===== config.mk =====
export PLATFORM = sky130hd
export DESIGN_NAME = dpes_back
export DESIGN_NICKNAME = d
export VERILOG_FILES = /design/src/sv/dpes_pkg.sv /design/src/sv/dpes_back.sv
export SDC_FILE = /design/constraint.sdc
export NUM_CORES = 1
export LEC_CHECK = 0
export BUFFER_PORTS_ARGS = -buffer_cell sky130_fd_sc_hd__buf_4
export CAP_MARGIN = 30
export CORE_MARGIN = 2
export CORE_UTILIZATION = 35
export CTS_CLUSTER_SIZE = 40
export DETAILED_ROUTE_END_ITERATION = 16
export HOLD_SLACK_MARGIN = 0.03
export PLACE_DENSITY = 0.56
export SLEW_MARGIN = 20
export SYNTH_ARGS = -nofsm -noshare
export SYNTH_HDL_FRONTEND = slang
export SYNTH_SLANG_ARGS = --single-unit
export TNS_END_PERCENT = 1

===== constraint.sdc =====
create_clock -name clk -period 3.9 [get_ports clk]
set_input_delay 0.195 -clock clk [delete_from_list [all_inputs] [get_ports clk]]
set_output_delay 0.195 -clock clk [all_outputs]
set_load 0.01 [all_outputs]

===== src/sv/dpes_pkg.sv =====
// Package for the degree preserving edge swap block.
// Holds matrix sizes, field widths, queue depth, command and status codes, payload, queue, memory port and state types.
// No dependencies.
package dpes_pkg;

  // Matrix shape and derived widths.
  localparam int ROWS     = 64;
  localparam int COLS     = 64;
  localparam int CELLS    = ROWS * COLS;
  localparam int ADDR_W   = $clog2(CELLS);

  // Field widths fixed by the interface.
  localparam int IDX_W    = 6;
  localparam int WEIGHT_W = 32;
  localparam int CNT_W    = 24;
  localparam int CMD_W    = 2;
  localparam int STATUS_W = 2;

  // Depth of the queue between the front and the back.
  localparam int Q_DEPTH  = 4;
  localparam int QP_W     = $clog2(Q_DEPTH);
  localparam int QC_W     = $clog2(Q_DEPTH + 1);

  // Command codes.
  localparam logic [CMD_W-1:0] CMD_WRITE = 2'd0;
  localparam logic [CMD_W-1:0] CMD_READ  = 2'd1;
  localparam logic [CMD_W-1:0] CMD_SWAP  = 2'd2;

  // Result status codes.
  localparam logic [STATUS_W-1:0] STATUS_OK     = 2'd0;
  localparam logic [STATUS_W-1:0] STATUS_CLASH  = 2'd1;
  localparam logic [STATUS_W-1:0] STATUS_EDGE   = 2'd2;
  localparam logic [STATUS_W-1:0] STATUS_TARGET = 2'd3;

  // One input request.
  typedef struct packed {
    logic [CMD_W-1:0]           command;
    logic [IDX_W-1:0]           row_a;
    logic [IDX_W-1:0]           row_b;
    logic [IDX_W-1:0]           col_c;
    logic [IDX_W-1:0]           col_d;
    logic                       orientation;
    logic signed [WEIGHT_W-1:0] weight_in;
  } in_item_t;

  // One result request.
  typedef struct packed {
    logic signed [WEIGHT_W-1:0] weight_out;
    logic [STATUS_W-1:0]        status;
    logic [CNT_W-1:0]           swaps_done;
    logic                       target_reached;
  } out_item_t;

  // A classified operation as it travels from the front to the back.
  typedef struct packed {
    logic [CMD_W-1:0]    command;
    logic                range_ok;
    logic                clash;
    logic                vertical;
    logic [ADDR_W-1:0]   addr_ac;
    logic [ADDR_W-1:0]   addr_bd;
    logic [ADDR_W-1:0]   addr_ad;
    logic [ADDR_W-1:0]   addr_bc;
    logic [WEIGHT_W-1:0] weight_in;
  } op_t;

  // Memory port request from the back.
  typedef struct packed {
    logic                we;
    logic [ADDR_W-1:0]   addr;
    logic [WEIGHT_W-1:0] wdata;
  } ram_req_t;

  // Back sequencer states.
  typedef enum logic [3:0] {
    S_IDLE,
    S_DISPATCH,
    S_RD_WAIT,
    S_ISSUE_BD,
    S_ISSUE_AD,
    S_ISSUE_BC,
    S_CHECK,
    S_WR_AD,
    S_WR_BC,
    S_CLR_AC,
    S_CLR_BD,
    S_RESULT
  } state_t;

endpackage


===== src/sv/dpes_back.sv =====
// Back of the edge swap block: sequences matrix accesses and builds results.
// Uses dpes_pkg for types, codes and states; drives the matrix RAM port.
module dpes_back (
  input  logic                           clk,
  input  logic                           rst,
  input  logic                           q_empty,
  input  dpes_pkg::op_t                  q_data,
  output logic                           q_pop,
  output dpes_pkg::ram_req_t             ram_req,
  input  logic [dpes_pkg::WEIGHT_W-1:0]  ram_rdata,
  input  logic                           target_we,
  input  logic [dpes_pkg::CNT_W-1:0]     target_data,
  output logic                           empty,
  input  logic                           pop,
  output dpes_pkg::out_item_t            result
);

  dpes_pkg::state_t               state;
  dpes_pkg::state_t               state_next;
  dpes_pkg::op_t                  op;
  logic [dpes_pkg::CNT_W-1:0]     count;
  logic [dpes_pkg::CNT_W-1:0]     target;
  logic [dpes_pkg::WEIGHT_W-1:0]  wac;
  logic [dpes_pkg::WEIGHT_W-1:0]  wbd;
  logic                           ad_pos;
  logic [dpes_pkg::STATUS_W-1:0]  status;
  logic [dpes_pkg::WEIGHT_W-1:0]  wout;
  logic                           out_valid;
  logic                           reached;
  logic                           edge_fail;
  logic                           slot_free;

  // A weight is positive when it is nonzero and its sign bit is clear.
  function automatic logic is_pos(input logic [dpes_pkg::WEIGHT_W-1:0] w);
    is_pos = (w != '0) && !w[dpes_pkg::WEIGHT_W-1];
  endfunction

  assign reached   = (count >= target);
  assign edge_fail = (wac == '0) || (wbd == '0) || ad_pos || is_pos(ram_rdata);
  assign slot_free = !out_valid || pop;
  assign empty     = !out_valid;

  // Next state of the sequencer.
  always_comb begin
    state_next = state;
    case (state)
      dpes_pkg::S_IDLE: begin
        if (!q_empty) begin
          state_next = dpes_pkg::S_DISPATCH;
        end
      end
      dpes_pkg::S_DISPATCH: begin
        case (op.command)
          dpes_pkg::CMD_READ: begin
            state_next = op.range_ok ? dpes_pkg::S_RD_WAIT : dpes_pkg::S_RESULT;
          end
          dpes_pkg::CMD_SWAP: begin
            state_next = (reached || op.clash) ? dpes_pkg::S_RESULT : dpes_pkg::S_ISSUE_BD;
          end
          default: begin
            state_next = dpes_pkg::S_RESULT;
          end
        endcase
      end
      dpes_pkg::S_RD_WAIT:  state_next = dpes_pkg::S_RESULT;
      dpes_pkg::S_ISSUE_BD: state_next = dpes_pkg::S_ISSUE_AD;
      dpes_pkg::S_ISSUE_AD: state_next = dpes_pkg::S_ISSUE_BC;
      dpes_pkg::S_ISSUE_BC: state_next = dpes_pkg::S_CHECK;
      dpes_pkg::S_CHECK: begin
        state_next = edge_fail ? dpes_pkg::S_RESULT : dpes_pkg::S_WR_AD;
      end
      dpes_pkg::S_WR_AD:    state_next = dpes_pkg::S_WR_BC;
      dpes_pkg::S_WR_BC:    state_next = dpes_pkg::S_CLR_AC;
      dpes_pkg::S_CLR_AC:   state_next = dpes_pkg::S_CLR_BD;
      dpes_pkg::S_CLR_BD:   state_next = dpes_pkg::S_RESULT;
      dpes_pkg::S_RESULT: begin
        if (slot_free) begin
          state_next = dpes_pkg::S_IDLE;
        end
      end
      default: state_next = dpes_pkg::S_IDLE;
    endcase
  end

  // Queue pop and memory port requests for each state.
  always_comb begin
    q_pop         = 1'b0;
    ram_req.we    = 1'b0;
    ram_req.addr  = op.addr_ac;
    ram_req.wdata = '0;
    case (state)
      dpes_pkg::S_IDLE: begin
        q_pop = !q_empty;
      end
      dpes_pkg::S_DISPATCH: begin
        ram_req.addr = op.addr_ac;
        if (op.command == dpes_pkg::CMD_WRITE && op.range_ok) begin
          ram_req.we    = 1'b1;
          ram_req.wdata = op.weight_in;
        end
      end
      dpes_pkg::S_ISSUE_BD: ram_req.addr = op.addr_bd;
      dpes_pkg::S_ISSUE_AD: ram_req.addr = op.addr_ad;
      dpes_pkg::S_ISSUE_BC: ram_req.addr = op.addr_bc;
      dpes_pkg::S_WR_AD: begin
        ram_req.we    = 1'b1;
        ram_req.addr  = op.addr_ad;
        ram_req.wdata = op.vertical ? wbd : wac;
      end
      dpes_pkg::S_WR_BC: begin
        ram_req.we    = 1'b1;
        ram_req.addr  = op.addr_bc;
        ram_req.wdata = op.vertical ? wac : wbd;
      end
      dpes_pkg::S_CLR_AC: begin
        ram_req.we   = 1'b1;
        ram_req.addr = op.addr_ac;
      end
      dpes_pkg::S_CLR_BD: begin
        ram_req.we   = 1'b1;
        ram_req.addr = op.addr_bd;
      end
      default: begin
        ram_req.we = 1'b0;
      end
    endcase
  end

  // Control registers: state, swap count, target, result valid and the result itself.
  always_ff @(posedge clk) begin
    if (rst) begin
      state     <= dpes_pkg::S_IDLE;
      count     <= '0;
      target    <= '0;
      out_valid <= 1'b0;
      result    <= '0;
    end else begin
      state <= state_next;
      if (target_we) begin
        target <= target_data;
      end
      if (state == dpes_pkg::S_CLR_BD) begin
        count <= count + 1'b1;
      end
      if (state == dpes_pkg::S_RESULT && slot_free) begin
        out_valid             <= 1'b1;
        result.weight_out     <= wout;
        result.status         <= status;
        result.swaps_done     <= count;
        result.target_reached <= reached;
      end else if (pop) begin
        out_valid <= 1'b0;
      end
    end
  end

  // Working registers for the operation in progress.
  always_ff @(posedge clk) begin
    if (q_pop) begin
      op <= q_data;
    end
    case (state)
      dpes_pkg::S_DISPATCH: begin
        wout   <= '0;
        status <= dpes_pkg::STATUS_OK;
        if (op.command == dpes_pkg::CMD_SWAP) begin
          if (reached) begin
            status <= dpes_pkg::STATUS_TARGET;
          end else if (op.clash) begin
            status <= dpes_pkg::STATUS_CLASH;
          end
        end
      end
      dpes_pkg::S_RD_WAIT:  wout   <= ram_rdata;
      dpes_pkg::S_ISSUE_BD: wac    <= ram_rdata;
      dpes_pkg::S_ISSUE_AD: wbd    <= ram_rdata;
      dpes_pkg::S_ISSUE_BC: ad_pos <= is_pos(ram_rdata);
      dpes_pkg::S_CHECK: begin
        if (edge_fail) begin
          status <= dpes_pkg::STATUS_EDGE;
        end
      end
      default: begin
      end
    endcase
  end

endmodule


==> results of run 1 <==
## power breakdown
group / total, W / internal [W] / leakage [nW] / switching (W)
sequential: 0.00424 / 0.00401 / 2.62 / 0.000229
clock: 0.00332 / 0.00207 / 0.568 / 0.00124
combinational: 0.00185 / 0.000783 / 3.49 / 0.00106
## sequential cells by signal, summed over array words and instances (netlist names)
name       flops
op            85
result        59
wac           32
wbd           32
wout          32
count         24
target        24
state          4
status         2
ad_pos         1
out_valid      1
## routing by layer
metal / track usage [%] / up-vias
met1: 23.2 / 4250
met3: 4.81 / 42
met5: 0 / -
met2: 29.9 / 302
met4: 4.00 / 2
li1: - / 4345
## worst max-delay path, cell delays in order (launching register included)
cell and delay [ps]:
sky130_fd_sc_hd__dfxtp_1 650, sky130_fd_sc_hd__nand2b_1 200, sky130_fd_sc_hd__nor2_1 70, sky130_fd_sc_hd__nor2_1 720
sky130_fd_sc_hd__a222oi_1 280, sky130_fd_sc_hd__nand2_1 120, sky130_fd_sc_hd__buf_4 130
## final cells by class
type | instances | area [sq um]
inverters | 64 | 240
diodes | 1 | 2.50
repair buffers | 410 | 3500
clock inverters | 21 | 342
flip-flops and latches | 296 | 7770
well taps | 442 | 553
multi-input cells | 573 | 3540
clock buffers | 37 | 808
fillers | 2866 | 15900
## cells in the mapped netlist (2+ instances only)
library cell | n | share of area [%]
sky130_fd_sc_hd__xnor2_1 | 7 | 0.52
sky130_fd_sc_hd__and2_1 | 32 | 1.7
sky130_fd_sc_hd__nor2_1 | 64 | 2.1
sky130_fd_sc_hd__inv_1 | 64 | 2.1
sky130_fd_sc_hd__nand3_2 | 2 | 0.17
sky130_fd_sc_hd__and4_1 | 3 | 0.22
sky130_fd_sc_hd__nor3_1 | 10 | 0.43
sky130_fd_sc_hd__xor2_1 | 16 | 1.2
sky130_fd_sc_hd__nor3b_1 | 2 | 0.13
sky130_fd_sc_hd__nor2b_1 | 2 | 0.11
sky130_fd_sc_hd__a21oi_1 | 73 | 3.1
sky130_fd_sc_hd__mux2i_1 | 26 | 2.2
sky130_fd_sc_hd__buf_1 | 2 | 0.064
sky130_fd_sc_hd__dfxtp_1 | 112 | 19
sky130_fd_sc_hd__edfxtp_1 | 184 | 47
sky130_fd_sc_hd__and3_1 | 2 | 0.11
sky130_fd_sc_hd__nand2_1 | 162 | 5.2
sky130_fd_sc_hd__a222oi_1 | 44 | 3.8
sky130_fd_sc_hd__a31oi_1 | 2 | 0.11
sky130_fd_sc_hd__buf_2 | 7 | 0.30
sky130_fd_sc_hd__clkbuf_1 | 39 | 1.3
sky130_fd_sc_hd__nand3_1 | 11 | 0.47
sky130_fd_sc_hd__o311a_1 | 2 | 0.17
sky130_fd_sc_hd__o21ai_0 | 12 | 0.51
sky130_fd_sc_hd__ha_1 | 28 | 3.0
sky130_fd_sc_hd__o211ai_1 | 2 | 0.13
sky130_fd_sc_hd__nand4_1 | 13 | 0.70
sky130_fd_sc_hd__o21ba_2 | 2 | 0.17
sky130_fd_sc_hd__o22ai_1 | 2 | 0.11
sky130_fd_sc_hd__or3_1 | 3 | 0.16
sky130_fd_sc_hd__nand2b_1 | 6 | 0.32
sky130_fd_sc_hd__nor4_1 | 28 | 1.5
sky130_fd_sc_hd__a2111oi_0 | 4 | 0.30
## placed cells by master (no fill, tap or decap), types with 28 or more instances in the layout
cell type,instances
sky130_fd_sc_hd__a21oi_1,73
sky130_fd_sc_hd__dlygate4sd3_1,144
sky130_fd_sc_hd__nand2_1,161
sky130_fd_sc_hd__edfxtp_1,184
sky130_fd_sc_hd__a222oi_1,44
sky130_fd_sc_hd__inv_1,64
sky130_fd_sc_hd__and2_1,32
sky130_fd_sc_hd__nor2_1,61
sky130_fd_sc_hd__nor4_1,28
sky130_fd_sc_hd__buf_4,262
sky130_fd_sc_hd__ha_1,28
sky130_fd_sc_hd__clkbuf_16,31
sky130_fd_sc_hd__dfxtp_1,112
## final timing paths
path	start	endpoint	slack, ps	cells past startpoint
max	state[0]	ram_req[41]	950	6
min	target_we	target[4]	130	3
max reg2reg	count[0]	status[0]	1400	7
min reg2reg	result[40]	result[40]	450	2
## stage by stage
stage / utilization [%] / power [W] / area (sq um)
after floorplan: - / 0.00521 / 11700
after global placement: 43.0 / 0.00599 / 14100
after detailed placement: 43.1 / 0.00602 / 14100
after CTS: 51.0 / 0.00950 / 16700
after global routing: 51.2 / 0.00984 / 16800
final: 51.3 / 0.00940 / 16800
## kinds of logic (layout without fill, tap and decap cells)
| logic type | count (synthesis) | after routing | synth area share, % |
|---|---|---|---|
| DFF | 296 | 296 | 66.4 |
| buffers and inverters | 114 | 532 | 3.83 |
| AOI/OAI and AO/OA | 148 | 148 | 8.71 |
| and+or+nand+nor | 348 | 348 | 14.1 |
| muxes | 26 | 26 | 2.23 |
| other | 0 | 1 | 0 |
| xor gates and xnor gates | 23 | 23 | 1.72 |
| adders and majority gates | 28 | 28 | 3.00 |
## timing repair
item                      in CTS  in global routing
setup buffers                  0                  0
hold endpoints to repair     209                  5
hold buffers                 143                  1
==> impl_table.tex, run 1 <==
\begin{tabular}{lr}
\hline
Metric & Value \\
\hline
\multicolumn{2}{l}{\textbf{Global routing}} \\
\quad Maximum number of pins on one net before global-route repair & 90 \\
\quad Global-route usage over all layers & around 18\% \\
\quad Initial antenna violation count & 1 \\
\quad First-pass GRT wire length & $\sim$50 mm \\
\quad Leftover overflow at the end of global routing & 0 \\
\quad Via count of the first global-routing pass & 9,088 \\
\multicolumn{2}{l}{\textbf{Placement}} \\
\quad Total half-perimeter wirelength after legalization and detailed placement & 21.3 mm \\
\quad Worst setup slack after placement & $\sim$1200 ps \\
\quad Quantity of I/O buffers inserted on ports & 251 \\
\quad Routability cong. & 0.798 \\
\quad Number of placed cells counting well taps & 1,638 \\
\multicolumn{2}{l}{\textbf{STA}} \\
\quad Total negative slack for setup checks & 0 ps \\
\quad Worst Max-Slew Pin Slew & just under 900 ps \\
\quad Worst setup margin & approximately 950 ps \\
\quad Worst hold slack across all endpoints & 134 ps \\
\quad Number of failing setup endpoints in the final timing report & 0 \\
\quad Post-route fraction of the period consumed by the critical path & 75.7\% \\
\quad Max Clock Skew & 24.8 ps \\
\quad RSZ-0062 raised after global routing & false \\
\quad Hold Fails Final Rpt & 0 \\
\quad Number of max-slew violations in the final report & 0 \\
\quad Final critical path time including I/O delays and setup & 2950 ps \\
\quad Max-slew headroom & 40.2\% \\
\quad Top achievable clock speed & 0.339 GHz \\
\multicolumn{2}{l}{\textbf{Logic synthesis}} \\
\quad Nets in the synthesized netlist & 1,157 \\
\quad Mapped Area & 11,700 sq um \\
\quad Flip-flop cell with the highest count after synthesis & sky130\_fd\_sc\_hd\_\_edfxtp\_1 \\
\quad Count of different cell masters after synthesis & 48 \\
\quad Synth Instances & 983 \\
\quad Synthesis-stage register bit count & 296 \\
\quad Post-Synthesis Mean Instance Area & roughly 12 sq um \\
\quad Fraction of the yosys area taken by sequential cells & 66.4\% \\
\quad Number of warning messages in the yosys log & 0 \\
\quad Number of flops mapped to enable cells by yosys & 184 \\
\quad Share of flip-flops with an asynchronous set or reset after synthesis & 0\% \\
\multicolumn{2}{l}{\textbf{Floorplan}} \\
\quad Effective utilization at floorplan & 35.8\% \\
\quad Total I/O pin count & around 250 \\
\quad Horizontal die dimension & 187 um \\
\quad Die area & around 35,000 sq um \\
\quad Area of the core & 32,700 sq um \\
\quad Count of standard-cell rows & 66 \\
\quad Height of the chip & 187 um \\
\multicolumn{2}{l}{\textbf{Detailed routing}} \\
\quad Amount of wire on met2 after detailed routing & roughly 15 mm \\
\quad Routed via count divided by cell count & $\sim$4.8 \\
\quad Total detailed-routing wirelength & between 30 and 40 mm \\
\quad Detailed-route wire length per cell & 17.3 um \\
\quad Initial drt markers & around 620 \\
\quad Number of routed nets with antenna violations & 0 \\
\quad Remaining design rule violation count & 0 \\
\quad Detailed-routing wirelength on met1 & between 10 and 15 mm \\
\quad Met3 routed WL & 2.37 mm \\
\quad First-pass detailed-route iteration total & 10 \\
\quad Max layer used & met5 \\
\quad Via count of the routed design & 8,941 \\
\multicolumn{2}{l}{\textbf{Setup path}} \\
\quad Req. time, crit path & $\sim$3700 ps \\
\quad Biggest fanout along the worst timing path & 15 \\
\quad Critical setup path kind & reg -> out \\
\quad Data arrival, critical path & about 2800 ps \\
\quad Kind of launch point of the worst setup path & flop \\
\quad Critical Path End Type & output pin \\
\multicolumn{2}{l}{\textbf{Hold path}} \\
\quad Path type of the worst min-delay path & in -> reg \\
\multicolumn{2}{l}{\textbf{Status}} \\
\quad Status & complete, no violations \\
\multicolumn{2}{l}{\textbf{Pwr}} \\
\quad Cell area power density & 561 nW/um\^{}2 \\
\quad Leakage power summed over all cells & 6.68 nW \\
\quad VDD IR max & 0.415 mV \\
\multicolumn{2}{l}{\textbf{Clock network}} \\
\quad Inserted Clock Buffers & 31 \\
\quad Clock tree from TritonCTS & built \\
\quad Resize count post-CTS & 0 \\
\quad Reg clk slew, reported paths & 60 ps \\
\quad Maximum number of buffers from clock root to sink & 3 \\
\quad Clock tree sinks & 296 \\
\quad Clock latency on the worst-skew pair & 580 ps \\
\quad H-tree depth & 1 \\
\quad Master cell of the clock root buffer & sky130\_fd\_sc\_hd\_\_clkbuf\_16 \\
\multicolumn{2}{l}{\textbf{Layout}} \\
\quad Post-Layout Cell Count & 1,844 \\
\quad Final layout net count & between 1,500 and 2,000 \\
\quad Ratio of cells with drive above 1 in the final layout & 24.1\% \\
\quad Area Overhead vs Synth & 43.3\% \\
\multicolumn{2}{l}{\textbf{Flow run}} \\
\quad Number of max-cap violations & 0 \\
\hline
\end{tabular}
Power figures use the tool's default switching activity.
==> inputs of run 2 (changes only) <==
- PLACE_DENSITY: 0.56 -> 0.58
- clock period: 3.9 -> 2.4 ns (I/O delays scaled with it)
==> run 2 against run 1 <==
Clock skew down 4.8 ps. Utilization up 0.72 points. Worst hold slack better by 4.0 ps. Critical endpoint is now ram_req[8]. Highest routed layer is now met4.
==> impl_table.tex, run 2 (synthesis gave the netlist of run 1 again) <==
\begin{tabular}{lr}
\hline
Metric & Value \\
\hline
\multicolumn{2}{l}{\textbf{Layout}} \\
\quad Most common cell after layout, fill and taps aside & sky130\_fd\_sc\_hd\_\_buf\_4 (unchanged) \\
\quad Most flop-heavy register & op (unchanged) \\
\quad Layout fillers & 2,847 (was 2,866) \\
\quad Number of flip-flops in the largest register & 85 (unchanged) \\
\quad Ratio of cells with drive above 1 in the final layout & 25.9\% (was 24.1\%) \\
\quad Post-route standard cell area excluding fillers & 17,000 sq um (was 16,800 sq um) \\
\quad Area Overhead vs Synth & 45.3\% (was 43.3\%) \\
\quad Antenna fix cells & 0 (was 1) \\
\quad Final layout net count & 1,565 (was 1,550) \\
\quad Leading registers by flop count & op (85), result (59) (unchanged) \\
\quad Highest-count cells in the layout ignoring fill and taps & sky130\_fd\_sc\_hd\_\_buf\_4, sky130\_fd\_sc\_hd\_\_edfxtp\_1, sky130\_fd\_sc\_hd\_\_nand2\_1 (unchanged) \\
\multicolumn{2}{l}{\textbf{Clock network}} \\
\quad H-tree depth & 2 (was 1) \\
\quad Maximum number of buffers from clock root to sink & 3 (unchanged) \\
\quad Clock tree sinks & 296 (unchanged) \\
\quad Inserted Clock Buffers & 34 (was 31) \\
\quad Clock tree from TritonCTS & built (unchanged) \\
\quad Clock latency on the worst-skew pair & 520 ps (was 580 ps) \\
\quad Reg clk slew, reported paths & 60 ps (about the same) \\
\quad Master cell of the clock root buffer & sky130\_fd\_sc\_hd\_\_clkbuf\_16 (unchanged) \\
\multicolumn{2}{l}{\textbf{Global routing}} \\
\quad Global-route usage over all layers & 17.7\% (was 17.9\%) \\
\quad Leftover overflow at the end of global routing & 0 (unchanged) \\
\quad Maximum number of pins on one net before global-route repair & 64 (was 90) \\
\quad Via count of the first global-routing pass & 8,941 (was 9,088) \\
\quad Initial antenna violation count & 0 (was 1) \\
\quad First-pass GRT wire length & 49.1 mm (was 50.0 mm) \\
\multicolumn{2}{l}{\textbf{Floorplan}} \\
\quad Effective utilization at floorplan & 35.8\% (unchanged) \\
\quad Die area & 34,900 sq um (unchanged) \\
\quad Height of the chip & 187 um (unchanged) \\
\quad Total I/O pin count & 252 (unchanged) \\
\quad Area of the core & 32,700 sq um (unchanged) \\
\quad Count of standard-cell rows & 66 (unchanged) \\
\quad Horizontal die dimension & 187 um (unchanged) \\
\multicolumn{2}{l}{\textbf{Setup path}} \\
\quad Cell with the largest stage delay on the worst path & sky130\_fd\_sc\_hd\_\_dfxtp\_4 (was sky130\_fd\_sc\_hd\_\_nor2\_1) \\
\quad Kind of launch point of the worst setup path & flop (unchanged) \\
\quad Critical path cell sequence & buf\_8 -> nor2b\_2 -> nand2\_2 -> mux2i\_4 -> buf\_12 -> a222oi\_1 -> inv\_1 -> buf\_4 (was nand2b\_1 -> nor2\_1 -> nor2\_1 -> a222oi\_1 -> nand2\_1 -> buf\_4) \\
\quad Req. time, crit path & 2280 ps (was 3700 ps) \\
\quad Biggest fanout along the worst timing path & 32 (was 15) \\
\quad Maximum single-stage delay on the critical path & 390 ps (was 720 ps) \\
\quad Critical Path End Type & output pin (unchanged) \\
\quad Critical setup path kind & reg -> out (unchanged) \\
\quad Data arrival, critical path & 2200 ps (was 2760 ps) \\
\multicolumn{2}{l}{\textbf{Flow run}} \\
\quad Number of max-cap violations & 0 (unchanged) \\
\multicolumn{2}{l}{\textbf{STA}} \\
\quad Max-slew headroom & 52.3\% (was 40.2\%) \\
\quad Worst hold slack across all endpoints & 138 ps (was 134 ps) \\
\quad Total negative slack for setup checks & 0 ps (unchanged) \\
\quad Hold Fails Final Rpt & 0 (unchanged) \\
\quad Post-route fraction of the period consumed by the critical path & 96.6\% \\
\quad Final critical path time including I/O delays and setup & 2320 ps \\
\quad Top achievable clock speed & 0.431 GHz \\
\quad Number of max-slew violations in the final report & 0 (unchanged) \\
\quad RSZ-0062 raised after global routing & true (was false) \\
\quad Max Clock Skew & 20.0 ps (was 24.8 ps) \\
\quad Worst Max-Slew Pin Slew & 715 ps (was 894 ps) \\
\quad Number of failing setup endpoints in the final timing report & 0 (unchanged) \\
\multicolumn{2}{l}{\textbf{Pwr}} \\
\quad VDD IR max & 0.561 mV (was 0.415 mV) \\
\quad Leakage power summed over all cells & 6.77 nW (was 6.68 nW) \\
\quad Cell area power density & 915 nW/um\^{}2 (was 561 nW/um\^{}2) \\
\multicolumn{2}{l}{\textbf{Detailed routing}} \\
\quad Routed via count divided by cell count & 4.84 (was 4.85) \\
\quad Via count of the routed design & 9,001 (was 8,941) \\
\quad Remaining design rule violation count & 0 (unchanged) \\
\quad Initial drt markers & 824 (was 615) \\
\quad Total detailed-routing wirelength & 31.7 mm (was 31.9 mm) \\
\quad First-pass detailed-route iteration total & 7 (was 10) \\
\quad Number of routed nets with antenna violations & 0 (unchanged) \\
\quad Detailed-route wire length per cell & 17.1 um (was 17.3 um) \\
\multicolumn{2}{l}{\textbf{Status}} \\
\quad Status & complete, no violations (unchanged) \\
\multicolumn{2}{l}{\textbf{Placement}} \\
\quad Total half-perimeter wirelength after legalization and detailed placement & 21.2 mm (was 21.3 mm) \\
\quad Placed inst area & 14,300 sq um (was 14,100 sq um) \\
\quad Quantity of I/O buffers inserted on ports & 251 (unchanged) \\
\quad Routability cong. & 0.851 (was 0.798) \\
\multicolumn{2}{l}{\textbf{Hold path}} \\
\quad Path type of the worst min-delay path & in -> reg (unchanged) \\
\hline
\end{tabular}
run 2: critical path, delay by kind of cell, from the launching register on:
family | cells | cell delay [ps]
compound gates | 1 | 390
mux | 1 | 70
buf+inv | 4 | 560
flops | 1 | 390
simple gates | 2 | 250
run 2: timing repair:
action,in CTS,in global routing
resized for setup,11,10
setup buffers,0,2
hold endpoints to repair,209,0
hold buffers,143,0
pin swaps,1,3
endpoints found under the setup margin,45,45
run 2: through the flow:
stage,total power [W],cells,utilization [%],setup slack (ps)
after floorplan,0.00845,983,-,-825
after global placement,0.00998,1652,43.7,211
after detailed placement,0.0100,1652,43.7,134
after CTS,0.0156,1857,51.8,1.31
after global routing,0.0162,1859,52.0,-32.8
final,0.0155,1859,52.0,81.3
run 2: path summary, 6_finish.rpt:
check | start | end | slack (ps) | cells after the start
min | target_we | target[5] | 140 | 3
max | state[3] | ram_req[8] | 80 | 8
min reg2reg | result[4] | result[4] | 460 | 2
max reg2reg | count[21] | status[0] | 130 | 5
run 2: metal layers:
| metal | part of all wire (%) | up-vias | track usage [%] |
|---|---|---|---|
| met2 | 47 | 327 | 29.0 |
| met3 | 6.6 | 59 | 3.18 |
| li1 | - | 4380 | - |
| met1 | 44 | 4235 | 23.9 |
| met5 | 0 | - | 0 |
| met4 | 2.3 | 0 | 5.49 |
run 2: where the power goes:
group,switching (W),internal [W],leakage (nW)
logic,0.00186,0.00147,3.57
registers,0.000334,0.00652,2.63
clock network,0.00208,0.00328,0.580
total,0.00428,0.0113,6.77
run 2: layout make-up:
cell class,instances,area (sq um),area share (%)
clock buffers,43,956,5.63
inverters,64,240,1.41
flip-flops and latches,296,7780,45.8
well taps,442,553,3.25
repair buffers,422,3660,21.5
multi-input cells,573,3590,21.1
clock inverters,19,220,1.30
==> inputs of run 3 (changes only) <==
- PLACE_DENSITY: 0.58 -> 0.56
- clock period: 2.4 -> 2.65 ns (I/O delays scaled with it)
==> run 3 against run 2 <==
Combinational power fell by 14%. Design area fell by 0.54%. Sequential share of layout area rose by 0.22 points. Die area did not move. Clock skew fell by 3.0 ps. Via count fell by 0.36%. Sequential power fell by 9.5%. Critical path type unchanged. Highest routed layer is now met5.
==> impl_table.tex, run 3 (synthesis gave the netlist of run 1 again) <==
\begin{tabular}{lr}
\hline
Metric & Value \\
\hline
\multicolumn{2}{l}{\textbf{Layout}} \\
\quad Share of the core filled with cells in the final layout & 51.7\% (was 52.0\%) \\
\quad Area Overhead vs Synth & 44.5\% (was 45.3\%) \\
\quad Reg area & 7770 sq um (was 7780 sq um) \\
\quad Final layout net count & 1,563 (was 1,565) \\
\quad Ratio of cells with drive above 1 in the final layout & 25.3\% (was 25.9\%) \\
\quad Area used by multi-input combinational logic & 3560 sq um (was 3590 sq um) \\
\quad Post-Layout Cell Count & 1,858 (was 1,859) \\
\quad Most common cell after layout, fill and taps aside & sky130\_fd\_sc\_hd\_\_buf\_4 (unchanged) \\
\quad Number of flip-flops in the largest register & 85 (unchanged) \\
\quad Layout fillers & 2,883 (was 2,847) \\
\quad Leading registers by flop count & op (85), result (59) (unchanged) \\
\quad Highest-count cells in the layout ignoring fill and taps & sky130\_fd\_sc\_hd\_\_buf\_4, sky130\_fd\_sc\_hd\_\_edfxtp\_1, sky130\_fd\_sc\_hd\_\_nand2\_1 (unchanged) \\
\quad Most flop-heavy register & op (unchanged) \\
\multicolumn{2}{l}{\textbf{Pwr}} \\
\quad Cell area power density & 831 nW/um\^{}2 (was 915 nW/um\^{}2) \\
\quad Fraction of power consumed by combinational cells & 20.4\% (was 21.4\%) \\
\quad Leakage power summed over all cells & 6.74 nW (was 6.77 nW) \\
\quad Cell internal power dissipation & 0.0102 W (was 0.0113 W) \\
\quad Part of the power in registers & 44.2\% (was 44.1\%) \\
\quad Clock group share of total power & 35.4\% (was 34.5\%) \\
\quad VDD IR max & 0.562 mV (was 0.561 mV) \\
\quad Sw Pwr & 0.00389 W (was 0.00428 W) \\
\quad Proportion of total power due to net switching & 27.7\% (was 27.5\%) \\
\multicolumn{2}{l}{\textbf{STA}} \\
\quad Worst setup margin & 122 ps (was 81.3 ps) \\
\quad Final critical path time including I/O delays and setup & 2530 ps \\
\quad Top achievable clock speed & 0.396 GHz \\
\quad Number of max-slew violations in the final report & 0 (unchanged) \\
\quad RSZ-0062 raised after global routing & false (was true) \\
\quad Post-route fraction of the period consumed by the critical path & 95.4\% \\
\quad Max-slew headroom & 42.1\% (was 52.3\%) \\
\quad Worst Max-Slew Pin Slew & 869 ps (was 715 ps) \\
\quad Max Clock Skew & 17.0 ps (was 20.0 ps) \\
\quad Hold Fails Final Rpt & 0 (unchanged) \\
\quad Number of failing setup endpoints in the final timing report & 0 (unchanged) \\
\multicolumn{2}{l}{\textbf{Floorplan}} \\
\quad Area of the core & 32,700 sq um (unchanged) \\
\quad Total I/O pin count & 252 (unchanged) \\
\quad Horizontal die dimension & 187 um (unchanged) \\
\quad Effective utilization at floorplan & 35.8\% (unchanged) \\
\quad Die area & 34,900 sq um (unchanged) \\
\quad Height of the chip & 187 um (unchanged) \\
\quad Count of standard-cell rows & 66 (unchanged) \\
\multicolumn{2}{l}{\textbf{Placement}} \\
\quad Total half-perimeter wirelength after legalization and detailed placement & 21.3 mm (was 21.2 mm) \\
\quad Quantity of I/O buffers inserted on ports & 251 (unchanged) \\
\quad Routability cong. & 0.835 (was 0.851) \\
\quad Worst setup slack after placement & 324 ps (was 134 ps) \\
\quad Number of placed cells counting well taps & 1,651 (was 1,652) \\
\multicolumn{2}{l}{\textbf{Global routing}} \\
\quad First-pass GRT wire length & 49.7 mm (was 49.1 mm) \\
\quad Initial antenna violation count & 1 (was 0) \\
\quad Via count of the first global-routing pass & 9,131 (was 8,941) \\
\quad Leftover overflow at the end of global routing & 0 (unchanged) \\
\quad Global-route usage over all layers & 17.9\% (was 17.7\%) \\
\quad Maximum number of pins on one net before global-route repair & 87 (was 64) \\
\multicolumn{2}{l}{\textbf{Detailed routing}} \\
\quad First-pass detailed-route iteration total & 7 (unchanged) \\
\quad Max layer used & met5 (was met4) \\
\quad Detailed-route wire length per cell & 17.1 um (about the same) \\
\quad Routed via count divided by cell count & 4.83 (was 4.84) \\
\quad Remaining design rule violation count & 0 (unchanged) \\
\quad Initial drt markers & 684 (was 824) \\
\quad Met3 routed WL & 2.66 mm (was 2.10 mm) \\
\quad Number of routed nets with antenna violations & 0 (unchanged) \\
\quad Via count of the routed design & 8,969 (was 9,001) \\
\quad Total detailed-routing wirelength & 31.8 mm (was 31.7 mm) \\
\quad Amount of wire on met2 after detailed routing & 15.0 mm (was 14.9 mm) \\
\quad Detailed-routing wirelength on met1 & 13.4 mm (was 14.0 mm) \\
\multicolumn{2}{l}{\textbf{Clock network}} \\
\quad Clock latency on the worst-skew pair & 530 ps (was 520 ps) \\
\quad H-tree depth & 2 (unchanged) \\
\quad Master cell of the clock root buffer & sky130\_fd\_sc\_hd\_\_clkbuf\_16 (unchanged) \\
\quad Clock tree sinks & 296 (unchanged) \\
\quad Maximum number of buffers from clock root to sink & 3 (unchanged) \\
\quad Inserted Clock Buffers & 35 (was 34) \\
\quad Reg clk slew, reported paths & 60 ps (about the same) \\
\quad Post-CTS setup buffer count & 0 (unchanged) \\
\quad Clock tree from TritonCTS & built (unchanged) \\
\multicolumn{2}{l}{\textbf{Setup path}} \\
\quad Critical setup path kind & reg -> out (unchanged) \\
\quad Data arrival, critical path & 2400 ps (was 2200 ps) \\
\quad Critical Path End Type & output pin (unchanged) \\
\quad Kind of launch point of the worst setup path & flop (unchanged) \\
\quad Biggest fanout along the worst timing path & 8 (was 32) \\
\quad Req. time, crit path & 2520 ps (was 2280 ps) \\
\multicolumn{2}{l}{\textbf{Hold path}} \\
\quad Path type of the worst min-delay path & in -> reg (unchanged) \\
\multicolumn{2}{l}{\textbf{Status}} \\
\quad Status & complete, no violations (unchanged) \\
\multicolumn{2}{l}{\textbf{Flow run}} \\
\quad Number of max-cap violations & 0 (unchanged) \\
\hline
\end{tabular}
run 3: layout make-up:
| type | instances | share of cell area [%] |
|---|---|---|
| repair buffers | 419 | 21.1 |
| diodes | 1 | 0.0148 |
| flip-flops and latches | 296 | 46.0 |
| multi-input cells | 573 | 21.1 |
| clock buffers | 45 | 5.76 |
| inverters | 64 | 1.42 |
| well taps | 442 | 3.27 |
| clock inverters | 18 | 1.40 |
run 3: what timing repair did:
item	4_1_cts	5_1_grt
hold endpoints to repair	209	0
hold buffers	143	0
resized for setup	1	7
cloned	0	0
setup endpoints to repair	8	43
pin swaps	0	1
run 3: metrics by stage:
stage,power [W],hold WS [ps],TNS [ps],instance area [sq um]
2_1_floorplan,0.00766,223,-71210,11700
3_3_place_gp,0.00891,310,0,14200
3_5_place_dp,0.00899,312,0,14200
4_1_cts,0.0142,113,0,16900
5_1_grt,0.0147,129,0,16900
6_report,0.0140,129,0,16900
run 3: final timing paths:
path	startpoint	to	slack, ps	cells past startpoint
setup / recovery	state[0]	ram_req[42]	120	8
hold / removal	target_we	target[5]	130	3
setup reg to reg	count[0]	status[0]	330	7
hold reg to reg	result[6]	result[6]	450	2
run 3: critical path, cell delays in order, from the launching register on:
cell and delay, ps:
sky130_fd_sc_hd__dfxtp_2 410, sky130_fd_sc_hd__buf_4 190, sky130_fd_sc_hd__nand2_1 90, sky130_fd_sc_hd__a21oi_1 220
sky130_fd_sc_hd__nor2_2 120, sky130_fd_sc_hd__buf_4 190, sky130_fd_sc_hd__a222oi_1 370, sky130_fd_sc_hd__nand2_1 130
sky130_fd_sc_hd__buf_4 160
run 3: power by group through the flow:
stage | Combinational [W] | Sequential (W) | Clock (W)
after floorplan | 0.00144 | 0.00621 | 0
after global placement | 0.00264 | 0.00627 | 0
after detailed placement | 0.00271 | 0.00628 | 0
after CTS | 0.00289 | 0.00620 | 0.00509
after global routing | 0.00313 | 0.00628 | 0.00532
final | 0.00286 | 0.00621 | 0.00498
run 3: routing by layer:
metal	GRT usage, %	vias up
li1	-	4381
met1	23.1	4167
met2	29.5	366
met3	4.51	53
met4	5.46	2
met5	0	-
